<file path="src/rtl/cis_pkg.sv">
// Shared types and constants for the chained idiom scanner.
package cis_pkg;

    localparam int unsigned HIST_LEN = 13;

    localparam logic [7:0]  OP_LEA       = 8'h8d;
    localparam logic [7:0]  OP_MOV       = 8'h8b;
    localparam logic [7:0]  MOD_MASK     = 8'hc0;
    localparam logic [7:0]  MOD_DISP32   = 8'h80;
    localparam logic [7:0]  MOD_NODISP   = 8'h00;
    localparam logic [2:0]  RM_SIB       = 3'h4;
    localparam logic [2:0]  RM_DISPONLY  = 3'h5;
    localparam logic [31:0] ANCHOR_RESET = 32'h0000_0c58;

    typedef enum logic [1:0] {
        OUT_NONE   = 2'd0,
        OUT_UNIQUE = 2'd1,
        OUT_AMBIG  = 2'd2
    } t_outcome;

    typedef struct packed {
        logic [7:0] code_byte;
        logic       last_byte;
    } t_scan_req;

    typedef struct packed {
        t_outcome           outcome;
        logic signed [31:0] found_disp;
        logic [23:0]        site_total;
        logic [2:0]         distinct_total;
        logic               set_overflowed;
    } t_scan_rsp;

    // One classified byte position handed from front to back.
    typedef struct packed {
        logic        hit;
        logic [31:0] disp;
        logic        last;
    } t_cis_entry;

endpackage

</file>
<file path="src/rtl/cis_front.sv">
// Front end: byte window shift line and idiom classifier.
module cis_front
    import cis_pkg::*;
(
    input  logic        i_clk,
    input  logic        i_rst_n,
    input  logic        i_accept,
    input  t_scan_req   i_req,
    input  logic [31:0] i_anchor,
    output t_cis_entry  o_entry
);

    logic [7:0] r_win [HIST_LEN];
    logic [3:0] r_fill;
    logic [3:0] n_fill;
    logic [7:0] w [HIST_LEN+1];
    logic       hit;

    always_comb begin
        for (int k = 0; k < HIST_LEN; k++) begin
            w[k] = r_win[k];
        end
        w[HIST_LEN] = i_req.code_byte;
    end

    always_comb begin
        hit = (r_fill == 4'(HIST_LEN));
        // lea r1,[b+disp32]
        if (w[0] != OP_LEA) hit = 1'b0;
        if ((w[1] & MOD_MASK) != MOD_DISP32 || w[1][2:0] == RM_SIB) hit = 1'b0;
        // mov r2,[r1]
        if (w[6] != OP_MOV) hit = 1'b0;
        if ((w[7] & MOD_MASK) != MOD_NODISP || w[7][2:0] == RM_SIB ||
            w[7][2:0] == RM_DISPONLY) hit = 1'b0;
        // mov r3,[r2+anchor]
        if (w[8] != OP_MOV) hit = 1'b0;
        if ((w[9] & MOD_MASK) != MOD_DISP32 || w[9][2:0] == RM_SIB) hit = 1'b0;
        if ({w[13], w[12], w[11], w[10]} != i_anchor) hit = 1'b0;
        // register chaining
        if (w[1][5:3] != w[7][2:0]) hit = 1'b0;
        if (w[7][5:3] != w[9][2:0]) hit = 1'b0;
    end

    assign o_entry.hit  = hit;
    assign o_entry.disp = {w[5], w[4], w[3], w[2]};
    assign o_entry.last = i_req.last_byte;

    always_comb begin
        n_fill = r_fill;
        if (i_accept) begin
            if (i_req.last_byte) begin
                n_fill = '0;
            end else if (r_fill != 4'(HIST_LEN)) begin
                n_fill = r_fill + 4'd1;
            end
        end
    end

    always_ff @(posedge i_clk) begin
        if (!i_rst_n) begin
            r_fill <= '0;
        end else begin
            r_fill <= n_fill;
        end
    end

    // Stale bytes after a span end are masked by the fill count.
    always_ff @(posedge i_clk) begin
        if (i_accept) begin
            for (int k = 0; k < HIST_LEN - 1; k++) begin
                r_win[k] <= r_win[k+1];
            end
            r_win[HIST_LEN-1] <= i_req.code_byte;
        end
    end

endmodule

</file>
<file path="src/rtl/cis_queue.sv">
// Two-entry queue between the classifier and the recording back end.
module cis_queue
    import cis_pkg::*;
(
    input  logic       i_clk,
    input  logic       i_rst_n,
    input  logic       i_push,
    input  t_cis_entry i_entry,
    input  logic       i_pop,
    output t_cis_entry o_head,
    output logic       o_full,
    output logic       o_empty
);

    t_cis_entry r_mem [2];
    logic       r_wr_ptr;
    logic       r_rd_ptr;
    logic [1:0] r_count;
    logic       do_push;
    logic       do_pop;

    assign o_full  = (r_count == 2'd2);
    assign o_empty = (r_count == 2'd0);
    assign o_head  = r_mem[r_rd_ptr];
    assign do_push = i_push && !o_full;
    assign do_pop  = i_pop && !o_empty;

    always_ff @(posedge i_clk) begin
        if (!i_rst_n) begin
            r_wr_ptr <= 1'b0;
            r_rd_ptr <= 1'b0;
            r_count  <= '0;
        end else begin
            if (do_push) r_wr_ptr <= !r_wr_ptr;
            if (do_pop)  r_rd_ptr <= !r_rd_ptr;
            case ({do_push, do_pop})
                2'b10:   r_count <= r_count + 2'd1;
                2'b01:   r_count <= r_count - 2'd1;
                default: r_count <= r_count;
            endcase
        end
    end

    always_ff @(posedge i_clk) begin
        if (do_push) r_mem[r_wr_ptr] <= i_entry;
    end

endmodule

</file>
<file path="src/rtl/cis_back.sv">
// Back end: site counting, distinct displacement set and result register.
module cis_back
    import cis_pkg::*;
#(
    parameter int unsigned MAX_DISTINCT = 4
)
(
    input  logic       i_clk,
    input  logic       i_rst_n,
    input  t_cis_entry i_head,
    input  logic       i_empty,
    output logic       o_pop,
    output logic       o_valid,
    input  logic       i_stall,
    output t_scan_rsp  o_rsp
);

    localparam int unsigned UW = $clog2(MAX_DISTINCT + 1);

    logic [23:0]       r_sites;
    logic [UW-1:0]     r_used;
    logic              r_ovf;
    logic [31:0]       r_seen [MAX_DISTINCT];
    logic              r_valid;
    t_scan_rsp         r_rsp;

    logic [23:0]       n_sites;
    logic [UW-1:0]     n_used;
    logic              n_ovf;
    logic              n_valid;
    t_scan_rsp         n_rsp;
    logic              seen_hit;
    logic              insert;
    logic [31:0]       first_disp;
    logic [4:0]        used_ext;

    assign o_pop   = !i_empty && !(i_head.last && r_valid && i_stall);
    assign o_valid = r_valid;
    assign o_rsp   = r_rsp;

    always_comb begin
        seen_hit = 1'b0;
        for (int k = 0; k < MAX_DISTINCT; k++) begin
            if (UW'(k) < r_used && r_seen[k] == i_head.disp) seen_hit = 1'b1;
        end
    end

    always_comb begin
        insert  = 1'b0;
        n_sites = r_sites;
        n_used  = r_used;
        n_ovf   = r_ovf;
        if (i_head.hit) begin
            if (r_sites != '1) n_sites = r_sites + 24'd1;
            if (!seen_hit) begin
                if (r_used < UW'(MAX_DISTINCT)) begin
                    insert = 1'b1;
                    n_used = r_used + UW'(1);
                end else begin
                    n_ovf = 1'b1;
                end
            end
        end
        first_disp = (insert && r_used == '0) ? i_head.disp : r_seen[0];
        used_ext   = 5'(n_used);

        n_rsp.site_total     = n_sites;
        n_rsp.distinct_total = (used_ext > 5'd7) ? 3'd7 : used_ext[2:0];
        n_rsp.set_overflowed = n_ovf;
        n_rsp.found_disp     = '0;
        if (n_sites == '0) begin
            n_rsp.outcome = OUT_NONE;
        end else if (n_used == UW'(1) && !n_ovf) begin
            // a lone zero displacement counts as not found
            if (first_disp != '0) begin
                n_rsp.outcome    = OUT_UNIQUE;
                n_rsp.found_disp = first_disp;
            end else begin
                n_rsp.outcome = OUT_NONE;
            end
        end else begin
            n_rsp.outcome = OUT_AMBIG;
        end

        n_valid = r_valid && i_stall;
        if (o_pop && i_head.last) n_valid = 1'b1;
    end

    always_ff @(posedge i_clk) begin
        if (!i_rst_n) begin
            r_sites <= '0;
            r_used  <= '0;
            r_ovf   <= 1'b0;
            r_valid <= 1'b0;
        end else begin
            r_valid <= n_valid;
            if (o_pop) begin
                if (i_head.last) begin
                    r_sites <= '0;
                    r_used  <= '0;
                    r_ovf   <= 1'b0;
                end else begin
                    r_sites <= n_sites;
                    r_used  <= n_used;
                    r_ovf   <= n_ovf;
                end
            end
        end
    end

    always_ff @(posedge i_clk) begin
        if (o_pop && i_head.last) r_rsp <= n_rsp;
        if (o_pop && insert) begin
            for (int k = 0; k < MAX_DISTINCT; k++) begin
                if (UW'(k) == r_used) r_seen[k] <= i_head.disp;
            end
        end
    end

endmodule

</file>
<file path="src/rtl/chained_idiom_scan.sv">
// Chained lea/mov/mov idiom scanner, top level.
//
// Input channel: one code byte per request (i_req.code_byte), with
// i_req.last_byte marking the final byte of a span. A request is taken when
// i_valid is high and o_stall is low. Output channel: one result per span,
// taken when o_valid is high and i_stall is low.
// Each byte closes a 14-byte window that is classified in the front end and
// queued; the back end counts matching sites and collects up to MAX_DISTINCT
// distinct lea displacements. On the last byte the result is registered and
// all scan state is cleared for the next span.
// Throughput: one byte per cycle while o_stall is low. The result is
// registered by the back end once the last byte has been classified as it
// is taken, queued, and recorded when it reaches the head of the queue
// behind any bytes still waiting ahead of it.
// A stalled result holds; meanwhile bytes of the next span keep flowing
// until a second last byte reaches the head of the two-entry queue, after
// which o_stall rises once the queue fills.
// Reset clears the counts, queue and output; r_anchor returns to 3160.
// The anchor register is written through i_cfg_wr_en / i_cfg_wr_data; the
// user must do so only while the block is idle, which the block does not enforce.
module chained_idiom_scan
    import cis_pkg::*;
#(
    parameter int unsigned MAX_DISTINCT = 4
)
(
    input  logic        i_clk,
    input  logic        i_rst_n,
    input  logic        i_valid,
    output logic        o_stall,
    input  t_scan_req   i_req,
    output logic        o_valid,
    input  logic        i_stall,
    output t_scan_rsp   o_rsp,
    input  logic        i_cfg_wr_en,
    input  logic [31:0] i_cfg_wr_data
);

    logic [31:0] r_anchor;
    logic        accept;
    logic        q_full;
    logic        q_empty;
    logic        pop;
    t_cis_entry  front_entry;
    t_cis_entry  head_entry;

    assign o_stall = q_full;
    assign accept  = i_valid && !q_full;

    always_ff @(posedge i_clk) begin
        if (!i_rst_n) begin
            r_anchor <= ANCHOR_RESET;
        end else if (i_cfg_wr_en) begin
            r_anchor <= i_cfg_wr_data;
        end
    end

    cis_front u_front (
        .i_clk    (i_clk),
        .i_rst_n  (i_rst_n),
        .i_accept (accept),
        .i_req    (i_req),
        .i_anchor (r_anchor),
        .o_entry  (front_entry)
    );

    cis_queue u_queue (
        .i_clk   (i_clk),
        .i_rst_n (i_rst_n),
        .i_push  (accept),
        .i_entry (front_entry),
        .i_pop   (pop),
        .o_head  (head_entry),
        .o_full  (q_full),
        .o_empty (q_empty)
    );

    cis_back #(
        .MAX_DISTINCT (MAX_DISTINCT)
    ) u_back (
        .i_clk   (i_clk),
        .i_rst_n (i_rst_n),
        .i_head  (head_entry),
        .i_empty (q_empty),
        .o_pop   (pop),
        .o_valid (o_valid),
        .i_stall (i_stall),
        .o_rsp   (o_rsp)
    );

    a_unique_nonzero: assert property (@(posedge i_clk) disable iff (!i_rst_n)
        o_valid && o_rsp.outcome == OUT_UNIQUE |-> o_rsp.found_disp != '0)
        else $error("unique result with zero displacement");

    a_disp_only_unique: assert property (@(posedge i_clk) disable iff (!i_rst_n)
        o_valid && o_rsp.outcome != OUT_UNIQUE |-> o_rsp.found_disp == '0)
        else $error("displacement reported without unique outcome");

    a_sites_need_set: assert property (@(posedge i_clk) disable iff (!i_rst_n)
        o_valid && o_rsp.site_total != '0 |-> o_rsp.distinct_total != '0)
        else $error("sites counted but no displacement recorded");

    a_no_sites_none: assert property (@(posedge i_clk) disable iff (!i_rst_n)
        o_valid && o_rsp.site_total == '0 |->
            o_rsp.outcome == OUT_NONE && !o_rsp.set_overflowed)
        else $error("empty span reported a match");

    a_last_pop_loads: assert property (@(posedge i_clk) disable iff (!i_rst_n)
        pop && head_entry.last |=> o_valid)
        else $error("span end popped without a result");

endmodule
</file>
<file path="config.mk">
export PLATFORM = sky130hd
export DESIGN_NAME = chained_idiom_scan
export DESIGN_NICKNAME = d
export VERILOG_FILES = /design/src/rtl/cis_pkg.sv /design/src/rtl/cis_front.sv /design/src/rtl/cis_queue.sv /design/src/rtl/cis_back.sv /design/src/rtl/chained_idiom_scan.sv
export SDC_FILE = /design/constraint.sdc
export NUM_CORES = 1
export LEC_CHECK = 0
export BUFFER_PORTS_ARGS = -buffer_cell sky130_fd_sc_hd__buf_2
export CAP_MARGIN = 25
export CORE_UTILIZATION = 66
export DETAILED_ROUTE_END_ITERATION = 8
export PLACE_DENSITY = 0.85
export SYNTH_ARGS = -nofsm -noshare
export SYNTH_HDL_FRONTEND = slang
export SYNTH_SLANG_ARGS = --single-unit
</file>
<file path="constraint.sdc">
create_clock -name i_clk -period 8 [get_ports i_clk]
set_clock_uncertainty 0.1 [all_clocks]
set_input_delay 1.6 -clock i_clk [delete_from_list [all_inputs] [get_ports i_clk]]
set_output_delay 1.6 -clock i_clk [all_outputs]
set_load 0.01 [all_outputs]
</file>
# After elaboration in Yosys (flattened, before gate mapping)
# Memories as Yosys holds them, arrays and structs flattened. A register that Yosys moved wholly into a read port is not among the register bits.
# Cells that the tools add are included.
# W data, S select, Z words.
[word_totals]
regBits = 131
ram_bits = 300
in_bits = 46
output_inout_bits = 64
memories = 3
[classes]
n_addsub = 5
magnitude_cmp = 5
eq_ne = 26
mux = 61
n_bitwise = 2
reduce_logical = 38
[mem_list]
columns = ["memory", "depth", "width", "read_ports", "rd_ports_with_merged_regs", "write_ports", "line", "rtl"]
rows = [
  ["u_back.r_seen", 4, 32, 4, 0, 1, "cis_back.sv:23", "logic [31:0] r_seen [MAX_DISTINCT];"],
  ["u_front.r_win", 13, 8, 13, 0, 13, "cis_front.sv:13", "logic [7:0] r_win [HIST_LEN];"],
  ["u_queue.r_mem", 2, 34, 1, 1, 1, "cis_queue.sv:15", "t_cis_entry r_mem [2];"],
]
[ops]
columns = ["cell", "count"]
rows = [
  ["$eq A32 B32 Y1", 4],
  ["$mux W32", 4],
  ["$reduce_or A32 Y1", 3],
  ["$mux W24", 3],
  ["$mux W1", 43],
  ["$ne A32 B32 Y1", 1],
  ["$reduce_bool A32 Y1", 1],
  ["$add A24 B1 Y24 const B", 1],
  ["$logic_not A24 Y1", 1],
  ["$ne A24 B24 Y1 const B", 1],
  ["$ne A8 B8 Y1 const B", 3],
  ["$logic_and A1 B1 Y1", 15],
  ["$eq A3 B3 Y1 const B", 4],
  ["$mux W3", 4],
  ["$mux W2", 4],
  ["$mux W4", 2],
  ["$reduce_bool A8 Y1", 1],
  ["$eq A2 B3 Y1 const A", 2],
  ["$logic_not A1 Y1", 6],
  ["$lt A1 B3 Y1 const A", 2],
  ["$lt A2 B3 Y1 const A", 2],
  ["$ne A3 B3 Y1", 2],
  ["$add A4 B1 Y4 const B", 1],
  ["$eq A2 B2 Y1 const B", 2],
  ["19 further kinds", 25],
]

# Logic depth before layout (Yosys ltp)
# Gate-level depths: netlist of run 1.
# An unclocked memory read counts as a cell.
[logic_depth]
word_depth = 16
ltp_mapped = 13
mapped_depth_nobuf = 10

# By module
# From an unflattened synthesis of run 1, not the netlist that was laid out.
[unflattened]
hier_cells = 1331
area_unflattened_um2 = 19059.5
[by_module_without_submodules]
columns = ["module", "instances", "cells_each", "area_each_um2", "seq_area_each_um2"]
rows = [
  ["cis_back", 1, 867, 11021.8, 6286.0],
  ["cis_front", 1, 228, 4119.0, 3203.1],
  ["cis_queue", 1, 132, 2681.3, 2142.1],
  ["chained_idiom_scan", 1, 104, 1237.4, 640.6],
]

# Least setup slack after synthesis of run 1
# OpenSTA, ideal clock, no wires.
[synth_timing]
kind = "input port to flip-flop"
startpoint = "input i_stall"
endpoint = "memory u_back.r_seen[1][0] (enable)"
arrival_time_ps = 4423
slack_ps = 3016
cell_stages = 6
path_buffers = 1
path_cell_list = "nand2_1 o22ai_1 inv_1 clkbuf_1 nand2_1 nor3_1"
[synth_via]
elab_chain_cells = 10
[synth_rtl]
columns = ["element", "line", "rtl"]
rows = [
  ["from (decl)", "chained_idiom_scan.sv:33", "input logic i_stall,"],
  ["$logic_and A1 B1 Y1 (*)", "cis_back.sv:37", "assign o_pop = !i_empty && !(i_head.last && r_valid && i_stall);"],
  ["$logic_not A1 Y1 (*)", "cis_back.sv:37", ""],
  ["$logic_and A1 B1 Y1 (*)", "cis_back.sv:37", ""],
  ["net pop", "chained_idiom_scan.sv:43", "logic pop;"],
  ["$logic_and A1 B1 Y1 (*)", "cis_back.sv:113", "if (o_pop && insert) begin"],
  ["$mux W1", "cis_back.sv:113", ""],
  ["$mux W1 (not written as such)", "cis_back.sv:115", "if (UW'(k) == r_used) r_seen[k] <= i_head.disp;"],
  ["$reduce_or A32 Y1 (no source line)", "-", ""],
  ["$mux W2 (no source line) / $mux W1 (equally long branches) (3 in series)", "-", ""],
  ["to (decl)", "cis_back.sv:23", ""],
]
# Mark *: on every way through the listed nets, which the timed path passes. The rest lies on a longest branch.

==> summary.md, run 1 <==
• **post-synthesis cell type with the largest combined area** edfxtp_1
• **Placed Instances** 1711
• **Critical Path RT** 8.13 ns
• **Cell variety after synth** 67
• **crit path setup slack, layout** 2.23 ns
• **maximum clock path buffer count** 3
• **DRC violation count after routing** 1
• **die boundary height** 171 um
• **relative contribution of sequential cells to total power** 45.4%
• **via total after detailed routing** 11.3k
• **number of enable flip-flop cells after synthesis** 362
• **post-synthesis register bit count** 432
• **Hold Slack** 0.315 ns
• **total cell area at the placement stage** 19800 um2
• **standby leakage power** 7.03 nW
• **overall power consumption** 7.04 mW
• **grt ovf** 0
• **prevailing post-synth register cell** edfxtp_1
• **register-to-register path setup slack** 2.23 ns
• **width of the die** 171 um
• **slew of the pin with the lowest slew margin** 1.09 ns
• **wire length of the first global-routing pass** 67000 um
• **post-detailed-routing wire length** 44400 um
• **pin count of the biggest net entering global routing** 71
• **Tmin final** 5.77 ns
• **RePlAce Congestion** 1.01
• **async set or reset register ratio after synthesis** 0%
• **starting utilization of the core area** 67.6%
• **initial antenna violation count** 0
• **post-route antenna net violation count** 0
• **GRT Overall Usage** 31.3%
• **count of nets after finishing** 1432
• **Min-Delay Path Class** reg -> reg
• **Crit path top cell by count** buf_4
• **final HPWL from detailed placement** 29600 um
• **number of setup violations in the final report** 0
• **dominant delay contributor by cell family on the critical path** simple AND/OR/NAND/NOR gates
• **peak supply drop** 181 uV
• **mapped cell area** 18900 um2
• **terminus of the critical flop-to-flop path** u_back.o_rsp[36]
• **sequence of cells on the critical path** buf_4 -> mux2i_2 -> xnor2_1 -> nor4_1 -> nand4_1 -> nor3_1 -> nor4_2 -> buf_4 -> or3_1 -> nand3_2 -> buf_4 -> a2111oi_4
• **relative slew slack** 27.3%
• **Maximum Capacitance Violations** 0
• **element type at the critical path end** flip-flop
• **buffer cell driving the clock tree root** clkbuf_16
• **port bufs** 109
• **Comb power frac** 25.4%
• **post-cts sizing count** 0
• **biggest fanout along the worst timing path** 23
• **Net Count, Synth** 1316
• **R2R cell count** 12
• **Post-CTS Repair Setup Buffers** 0
• **arrival time at the worst endpoint** 5.91 ns
• **number of buffers added to fix hold violations after cts** 0
• **core region area** 28000 um2
• **worst setup path class** reg -> reg
• **Filler cells** 1620
• **crit path buf inv count** 3
• **vias in the first global route** 11.1k
• **Top-Level Pins** 110
• **total CTS buffers** 42
• **Finished Core Util** 75.8%
• **layout cell share with drive strength beyond 1** 19.7%
• **share of the synthesized area in the top cell type** 57.4%
• **detailed-route vias per instance** 6.29
• **clk sink count** 432
• **clock transition time at the flip-flop clock pins of the worst setup and hold paths** 0.06 ns
• **total internal power** 4.77 mW
• **worst-skew pair later-pin latency** 0.55 ns
• **violated checks** design-rule violations
• **number of H-tree levels** 2
• **number of non-filler instances in the completed layout** 1790
• **Final Max Slew Viols** 0
• **finished layout cell area** 21200 um2
• **worst hold endpoint** u_front.r_win[1][5]
• **DRT iter0 DRCs** 1563
• **number of hold violations in the final report** 0
• **type of element launching the critical path** flip-flop
• **combined area of the multi-input logic cells** 6190 um2
• **status** finished with violations
• **Area Growth Syn to Fin** 12.2%
• **most frequent standard cell in the layout excluding fill and tap cells** edfxtp_1
• **post-route setup TNS** 0 ns
• **FF/Latch Area** 12300 um2
• **most frequent cells in the layout** 362 x edfxtp_1, 164 x xnor2_1, 109 x buf_2
• **number of antenna cells inserted** 0
• **biggest area contributors in the synthesized netlist** edfxtp_1 57%, xnor2_1 7.6%, dfxtp_1 7.4%
• **switching power of the nets** 2.27 mW
• **number of standard-cell rows in the floorplan** 61
• **RSZ-0062 raised after global routing** no
• **Largest stage delay, worst path** 0.75 ns
• **number of instances on the worst hold path** 0
• **power density normalized to cell area** 331 nW/um2
• **number of standard cells after synthesis** 1262
• **maximum achievable frequency** 173 MHz
• **worst-path cell with the longest stage delay** dfxtp_4
• **number of synthesis warnings** 0
• **Total Die Area** 29400 um2
• **TritonCTS clock tree** built
• **drt first pass iters** 9
• **Clock power frac** 29.2%
• **post-synthesis sequential area ratio** 64.8%
• **startpoint of the most critical hold path** u_front.r_win[1][13]
• **ratio of final minimum period to clock period** 72.1%
• **Routed WL per cell** 24.8 um
• **net switching share of the total power** 32.2%
• **Setup Slack @ Placement** 2.41 ns
• **Mean Syn Cell Area** 15.0 um2
[routing by layer]
layer | vias to the layer above | wire (um) | global-route usage, %
met5 | - | 0 | 0
met4 | 0 | 2090 | 15.4
met3 | 129 | 3660 | 5.04
met2 | 680 | 21700 | 51.8
met1 | 5508 | 17000 | 40.6
li1 | 4951 | - | -
[cell type report]
| cell class | count | share of cell area, % |
|---|---|---|
| Tap cell | 378 | 2.23 |
| Timing Repair Buffer | 124 | 3.16 |
| Multi-Input combinational cell | 731 | 29.2 |
| Clock inverter | 26 | 1.46 |
| Clock buffer | 52 | 5.32 |
| Sequential cell | 432 | 57.8 |
| Inverter | 47 | 0.843 |
[Yosys cell counts (5+ instances only)]
cell type    n
xor2_1      30
and2_1      11
nor4_1      49
ha_1         8
nor2b_1     49
nand3_1     23
nand4_1     34
inv_1       45
mux2i_1     34
and4_1       5
a2111oi_4   28
xnor2_1    164
and3_1       8
nand2_1     38
nor3_1      21
buf_1        6
o21ai_0     27
mux2_2       5
edfxtp_1   362
or3_1        5
nor2_1      69
a22oi_1     13
mux2i_4     28
a21oi_1     20
dfxtp_1     70
clkbuf_1    35
[power groups by stage]
| stage | combinational, mW | clock [mW] | sequential, mW |
|---|---|---|---|
| after floorplan | 1.29 | 0 | 3.18 |
| after global placement | 1.70 | 0 | 3.21 |
| after detailed placement | 1.75 | 0 | 3.23 |
| after CTS | 1.77 | 2.07 | 3.20 |
| after global routing | 1.89 | 2.15 | 3.23 |
| final | 1.79 | 2.05 | 3.20 |
[worst reg2reg max path, cell delays in order (launching register included)]
cell and delay (ns):
dfxtp_4 0.75, buf_4 0.64, mux2i_2 0.69, xnor2_1 0.15
nor4_1 0.50, nand4_1 0.19, nor3_1 0.52, nor4_2 0.10
buf_4 0.21, or3_1 0.40, nand3_2 0.46, buf_4 0.63
a2111oi_4 0.12
[state kept, by name, summed over array words and instances (netlist names), named ones only]
register and count:
u_back.o_valid 1, u_back.r_ovf 1, u_queue.r_wr_ptr 1, u_front.r_fill 4, u_queue.r_count 2, u_queue.r_rd_ptr 1, u_back.o_rsp 62, u_back.r_seen 128
u_queue.r_mem 68, u_front.r_win 104, r_anchor 32, u_back.r_used 3, u_back.r_sites 24
[kinds of logic after synthesis]
group,after synthesis,share of synthesized area [%]
fa+ha+maj,8,0.529
mux,72,5.80
buf+inv,99,2.55
flops,432,64.8
simple gates,333,9.71
xor+xnor,194,8.98
compound gates,124,7.59
[worst max-delay path by stage]
stage          slack (ns)             endpoint  depth (start not counted)      start
6_report             2.23     u_back.o_rsp[36]                         12  flip-flop
5_1_grt              2.01     u_back.o_rsp[36]                         12  flip-flop
4_1_cts              2.29     u_back.o_rsp[36]                         12  flip-flop
3_5_place_dp         2.41     u_back.o_rsp[49]                         12  flip-flop
3_3_place_gp         2.62     u_back.o_rsp[29]                         12  flip-flop
2_1_floorplan        3.02  u_back.r_seen[1][0]                          6    i_stall
Power figures use the tool's default switching activity.
==> inputs of run 2 (changes only) <==
--- a/config.mk
+++ b/config.mk
@@ -7,9 +7,9 @@
 export LEC_CHECK = 0
 export BUFFER_PORTS_ARGS = -buffer_cell sky130_fd_sc_hd__buf_2
 export CAP_MARGIN = 25
-export CORE_UTILIZATION = 66
+export CORE_UTILIZATION = 55
 export DETAILED_ROUTE_END_ITERATION = 8
-export PLACE_DENSITY = 0.85
+export PLACE_DENSITY = 0.76
 export SYNTH_ARGS = -nofsm -noshare
 export SYNTH_HDL_FRONTEND = slang
 export SYNTH_SLANG_ARGS = --single-unit
==> constraint.sdc (replaced) <==
create_clock -name i_clk -period 5.2 [get_ports i_clk]
set_clock_uncertainty 0.1 [all_clocks]
set_input_delay 1.04 -clock i_clk [delete_from_list [all_inputs] [get_ports i_clk]]
set_output_delay 1.04 -clock i_clk [all_outputs]
set_load 0.01 [all_outputs]
==> run 2 against run 1 <==
Against the previous run:
- the run now ends clean
- sequential cell count unchanged
- first-iteration DRC count is 36% lower
- sequential share of layout area shrank 0.97 points
- non-clock buffer count up 15
- combinational power is 59% higher
- maximum frequency rose by 22%
- worst hold slack improved by 0.015 ns
- routed wire length fell by 6.4%
- sequential power rose by 52%
- via count down 3.1%
- largest power group unchanged
- highest routed layer unchanged
==> summary.md, run 2 (synthesis gave the netlist of run 1 again) <==
• **drt first pass iters** 5, -4
• **number of hold violations in the final report** 0, unchanged
• **count of nets after finishing** 1449, +1.2%
• **Filler cells** 2448, +51%
• **Top reg by flops** u_back.r_seen
• **layout cell share with drive strength beyond 1** 20.6%, +0.93 points
• **post-route antenna net violation count** 0, unchanged
• **buffer cell driving the clock tree root** clkbuf_16
• **TritonCTS clock tree** built
• **standby leakage power** 7.18 nW, +2.1%
• **peak supply drop** 322 uV, +78%
• **worst-skew pair later-pin latency** 0.55 ns, about the same
• **RePlAce Congestion** 0.927, -7.9%
• **post-cts sizing count** 0, unchanged
• **Area Growth Syn to Fin** 14.1%
• **largest registers** u_back.r_seen: 128 flops, u_front.r_win: 104 flops, u_queue.r_mem: 68 flops
• **core region area** 33700 um2, +20%
• **arrival time at the worst endpoint** 4.98 ns, -0.93 ns
• **biggest fanout along the worst timing path** 34, +48%
• **sequence of cells on the critical path** buf_4 -> mux2i_4 -> buf_4 -> xnor2_1 -> nor4_1 -> nand4_1 -> nor3_1 -> buf_4 -> nor4_2 -> mux2_4 -> or4b_4 -> buf_12 -> a2111oi_2
• **ratio of final minimum period to clock period** 91.0%, +19 points
• **overall power consumption** 11.0 mW, +57%
• **starting utilization of the core area** 56.2%, -11 points
• **width of the die** 187 um, +9.4%
• **type of element launching the critical path** flip-flop
• **clock transition time at the flip-flop clock pins of the worst setup and hold paths** 0.06 ns, about the same
• **die boundary height** 187 um, +9.4%
• **number of H-tree levels** 2, unchanged
• **R2R cell count** 13, +1
• **DRC violation count after routing** 0, -1
• **number of standard-cell rows in the floorplan** 67, +9.8%
• **Maximum Capacitance Violations** 0, unchanged
• **port bufs** 109, unchanged
• **maximum clock path buffer count** 3, unchanged
• **Top-Level Pins** 110, unchanged
• **max FFs per register** 128, unchanged
• **RSZ-0062 raised after global routing** no
• **Min-Delay Path Class** reg -> reg
• **maximum achievable frequency** 211 MHz, +22%
• **clk sink count** 432, unchanged
• **wire length of the first global-routing pass** 62900 um, -6.2%
• **pin count of the biggest net entering global routing** 71, unchanged
• **most frequent cells in the layout** 362 x edfxtp_1, 164 x xnor2_1, 109 x buf_2
• **Total Die Area** 35200 um2, +20%
• **Post-CTS Repair Setup Buffers** 0, unchanged
• **final HPWL from detailed placement** 28300 um, -4.3%
• **worst setup path class** reg -> reg
• **Hold Slack** 0.330 ns, +0.0149 ns
• **post-detailed-routing wire length** 41600 um, -6.4%
• **worst-path cell with the longest stage delay** nor4_1
• **total cell area at the placement stage** 20000 um2, +1.3%
• **GRT Overall Usage** 23.6%, -7.7 points
• **Tmin final** 4.73 ns, -1.04 ns
• **grt ovf** 0, unchanged
• **slew of the pin with the lowest slew margin** 1.04 ns, -0.0466 ns
• **number of antenna cells inserted** 0, unchanged
• **DRT iter0 DRCs** 1000, -36%
• **number of setup violations in the final report** 0, unchanged
• **Largest stage delay, worst path** 0.54 ns, -0.21 ns
• **terminus of the critical flop-to-flop path** u_back.o_rsp[58]
• **via total after detailed routing** 10.9k, -3.1%
• **relative slew slack** 30.2%, +2.8 points
• **power density normalized to cell area** 511 nW/um2, +54%
• **Final Max Slew Viols** 0, unchanged
• **vias in the first global route** 10.7k, -3.8%
• **element type at the critical path end** flip-flop
• **most frequent standard cell in the layout excluding fill and tap cells** edfxtp_1
• **Critical Path RT** 5.45 ns, -2.68 ns
• **detailed-route vias per instance** 5.81, -7.7%
• **worst setup path endpoint** u_back.o_rsp[58]
• **post-route setup TNS** 0 ns, unchanged
• **total CTS buffers** 44, +4.8%
• **initial antenna violation count** 0, unchanged
• **Routed WL per cell** 22.1 um, -11%
• **status** complete, no violations
• **finished layout cell area** 21600 um2, +1.7%
• **Crit path top cell by count** buf_4
• **number of buffers added to fix hold violations after cts** 0, unchanged
• **register-to-register path setup slack** 0.47 ns, -1.76 ns
run 2: layout make-up:
class / instances / area, um2 / share of cell area [%]
Clock buffer: 52 / 1150 / 5.34
Clock inverter: 30 / 385 / 1.78
Inverter: 47 / 179 / 0.829
Multi-Input combinational cell: 731 / 6190 / 28.7
Sequential cell: 432 / 12300 / 56.9
Tap cell: 448 / 561 / 2.60
Timing Repair Buffer: 139 / 846 / 3.92
run 2: power breakdown:
part | switching (mW) | internal, mW | total [mW]
logic | 1.80 | 1.04 | 2.84
clock network | 1.30 | 2.04 | 3.34
registers | 0.338 | 4.53 | 4.87
run 2: worst max-delay path: cells and delay by family (launching register included):
kind | cells | cell delay, ns
and+or+nand+nor | 5 | 1.61
buffers and inverters | 4 | 1.10
muxes | 2 | 0.68
DFF | 1 | 0.53
AOI/OAI and AO/OA | 1 | 0.39
xor gates and xnor gates | 1 | 0.09
run 2: how the worst min path moves through the flow:
stage,slack [ns],cells past startpoint,startpoint,end
after floorplan,0.30,0,u_front.r_win[1][11],u_front.r_win[1][3]
after global placement,0.30,0,u_front.r_win[1][13],u_front.r_win[1][5]
after detailed placement,0.31,0,u_front.r_win[1][11],u_front.r_win[1][3]
after CTS,0.33,0,u_front.r_win[1][11],u_front.r_win[1][3]
after global routing,0.34,0,u_front.r_win[1][13],u_front.r_win[1][5]
final,0.33,0,u_front.r_win[1][11],u_front.r_win[1][3]
run 2: per-layer routing:
metal	track usage, %	part of all wire, %	up-vias	wire length (um)
met3	3.71	6.6	78	2740
met4	8.82	3.1	0	1270
met1	31.8	42	5387	17500
li1	-	-	4973	-
met2	38.8	48	480	20100
met5	0	0	-	0
run 2: stage by stage:
step / setup slack [ns] / cells / utilization, %
global route: 0.235 / 1879 / 64.1
floorplan: 0.367 / 1262 / -
global placement: 0.691 / 1796 / 59.4
detailed placement: 0.479 / 1796 / 59.4
finish: 0.467 / 1879 / 64.1
CTS: 0.457 / 1878 / 64.0
==> inputs of run 3 (changes only) <==
--- a/config.mk
+++ b/config.mk
@@ -10,6 +10,7 @@
 export CORE_UTILIZATION = 55
 export DETAILED_ROUTE_END_ITERATION = 8
 export PLACE_DENSITY = 0.76
+export SETUP_SLACK_MARGIN = 0.5
 export SYNTH_ARGS = -nofsm -noshare
 export SYNTH_HDL_FRONTEND = slang
 export SYNTH_SLANG_ARGS = --single-unit
==> run 3 against run 2 <==
Against the previous run:
- combinational power up 2%
- critical path depth shrank 1
- clock power is 8.7% lower
- core utilization down 0.14 points
- register-to-register slack gained 0.28 ns
- via count grew 0.28%
- routed wire length grew 2.1%
- critical path type unchanged
- critical endpoint is now u_back.o_rsp[47]
==> summary.md, run 3 (synthesis gave the netlist of run 1 again) <==
• **Filler cells** 2459, +0.45%
• **Top-Level Pins** 110, unchanged
• **worst setup path endpoint** u_back.o_rsp[47]
• **most frequent standard cell in the layout excluding fill and tap cells** edfxtp_1
• **Total Die Area** 35200 um2, unchanged
• **clock transition time at the flip-flop clock pins of the worst setup and hold paths** 0.06 ns, about the same
• **starting utilization of the core area** 56.2%, unchanged
• **worst setup path class** reg -> reg
• **maximum clock path buffer count** 3, unchanged
• **GRT Overall Usage** 24.3%, +0.67 points
• **Critical Path RT** 5.44 ns, about the same
• **maximum achievable frequency** 224 MHz, +6.2%
• **TritonCTS clock tree** built
• **Routed WL per cell** 22.5 um, +1.6%
• **wire length of the first global-routing pass** 64500 um, +2.6%
• **peak supply drop** 279 uV, -13%
• **ratio of final minimum period to clock period** 85.7%, -5.4 points
• **pin count of the biggest net entering global routing** 71, unchanged
• **largest registers** u_back.r_seen: 128 flops, u_front.r_win: 104 flops, u_queue.r_mem: 68 flops
• **core region area** 33700 um2, unchanged
• **element type at the critical path end** flip-flop
• **number of H-tree levels** 2, unchanged
• **total CTS buffers** 43, -2.3%
• **max FFs per register** 128, unchanged
• **count of nets after finishing** 1461, +0.83%
• **RSZ-0062 raised after global routing** no
• **buffer cell driving the clock tree root** clkbuf_16
• **drt first pass iters** 7, +2
• **die boundary height** 187 um, unchanged
• **layout cell share with drive strength beyond 1** 21.2%, +0.58 points
• **type of element launching the critical path** flip-flop
• **Tmin final** 4.45 ns, -0.278 ns
• **clk sink count** 432, unchanged
• **grt ovf** 0, unchanged
• **port bufs** 109, unchanged
• **number of setup violations in the final report** 0, unchanged
• **standby leakage power** 7.18 nW, about the same
• **biggest fanout along the worst timing path** 34, unchanged
• **post-route setup TNS** 0 ns, unchanged
• **number of standard-cell rows in the floorplan** 67, unchanged
• **Placed Instances** 1797, +0.056%
• **Area Growth Syn to Fin** 13.9%
• **detailed-route vias per instance** 5.80, -0.19%
• **number of buffers added to fix hold violations after cts** 0, unchanged
• **DRC violation count after routing** 0, unchanged
• **vias in the first global route** 10.8k, +1.1%
• **register-to-register path setup slack** 0.75 ns, +0.28 ns
• **power density normalized to cell area** 502 nW/um2, -1.8%
• **RePlAce Congestion** 0.976, +5.2%
• **total cell area at the placement stage** 20000 um2, about the same
• **post-route antenna net violation count** 0, unchanged
• **startpoint of the most critical hold path** u_front.r_win[1][13]
• **worst-skew pair later-pin latency** 0.54 ns, about the same
• **number of hold violations in the final report** 0, unchanged
• **initial antenna violation count** 0, unchanged
• **Top reg by flops** u_back.r_seen
• **number of non-filler instances in the completed layout** 1888, +0.48%
• **slew of the pin with the lowest slew margin** 0.984 ns, -0.0591 ns
• **R2R cell count** 12, -1
• **relative slew slack** 33.5%, +3.3 points
• **post-detailed-routing wire length** 42500 um, +2.1%
• **finished layout cell area** 21500 um2, -0.21%
• **status** complete, no violations
• **Min-Delay Path Class** reg -> reg
• **width of the die** 187 um, unchanged
• **final HPWL from detailed placement** 29400 um, +4.0%
• **DRT iter0 DRCs** 1019, +1.9%
• **terminus of the critical flop-to-flop path** u_back.o_rsp[47]
• **via total after detailed routing** 10.9k, +0.28%
• **arrival time at the worst endpoint** 4.70 ns, -0.28 ns
• **Maximum Capacitance Violations** 0, unchanged
• **overall power consumption** 10.8 mW, -2.0%
• **most frequent cells in the layout** 362 x edfxtp_1, 164 x xnor2_1, 109 x buf_2
• **Final Max Slew Viols** 0, unchanged
==> run 3: through the flow <==
stage	worst slack [ns]	hold slack (ns)	util [%]
2_1_floorplan	0.954	0.300	-
3_3_place_gp	0.297	0.302	59.4
3_5_place_dp	0.316	0.313	59.4
4_1_cts	0.547	0.325	63.5
5_1_grt	0.566	0.335	63.9
6_report	0.745	0.325	63.9
==> run 3: worst min-delay path by stage <==
stage	slack [ns]	to	cells past startpoint
global placement	0.30	u_front.r_win[1][5]	0
global route	0.33	u_front.r_win[1][5]	0
CTS	0.33	u_front.r_win[1][4]	0
finish	0.32	u_front.r_win[1][5]	0
floorplan	0.30	u_front.r_win[1][3]	0
detailed placement	0.31	u_front.r_win[1][5]	0
==> run 3: layout make-up <==
type	instances	area, um2	share of cell area [%]
Clock buffer	48	1100	5.13
Antenna cell	1	2.50	0.0116
Multi-Input combinational cell	731	6210	28.8
Sequential cell	432	12300	57.0
Timing Repair Buffer	152	943	4.38
Inverter	47	179	0.830
Clock inverter	29	268	1.24
Tap cell	448	561	2.60
==> run 3: what timing repair did <==
item,in CTS,in global routing
resized for setup,3,0
hold endpoints to repair,0,0
endpoints found under the setup margin,33,33
buffers inserted,0,12
pin swaps,0,0
==> run 3: per-layer routing <==
| layer | routed length, um | global-route usage (%) |
|---|---|---|
| met5 | 0 | 0 |
| met4 | 1520 | 9.26 |
| met3 | 3270 | 3.74 |
| met2 | 19900 | 38.7 |
| met1 | 17800 | 33.8 |
==> run 3: power breakdown <==
| group | switching, mW | internal, mW |
|---|---|---|
| clock network | 1.28 | 1.78 |
| registers | 0.345 | 4.53 |
| logic | 1.82 | 1.08 |
| total | 3.44 | 7.38 |
==> run 3: worst max-delay path: stages, from the launching register on <==
cell,delay (ns)
dfxtp_4,0.47
buf_4,0.24
mux2i_4,0.53
xnor2_1,0.21
nor4_1,0.55
nand4_1,0.14
nor3_1,0.24
buf_4,0.19
nor4_2,0.07
mux2_4,0.33
or4b_4,0.53
buf_12,0.23
a2111oi_4,0.39
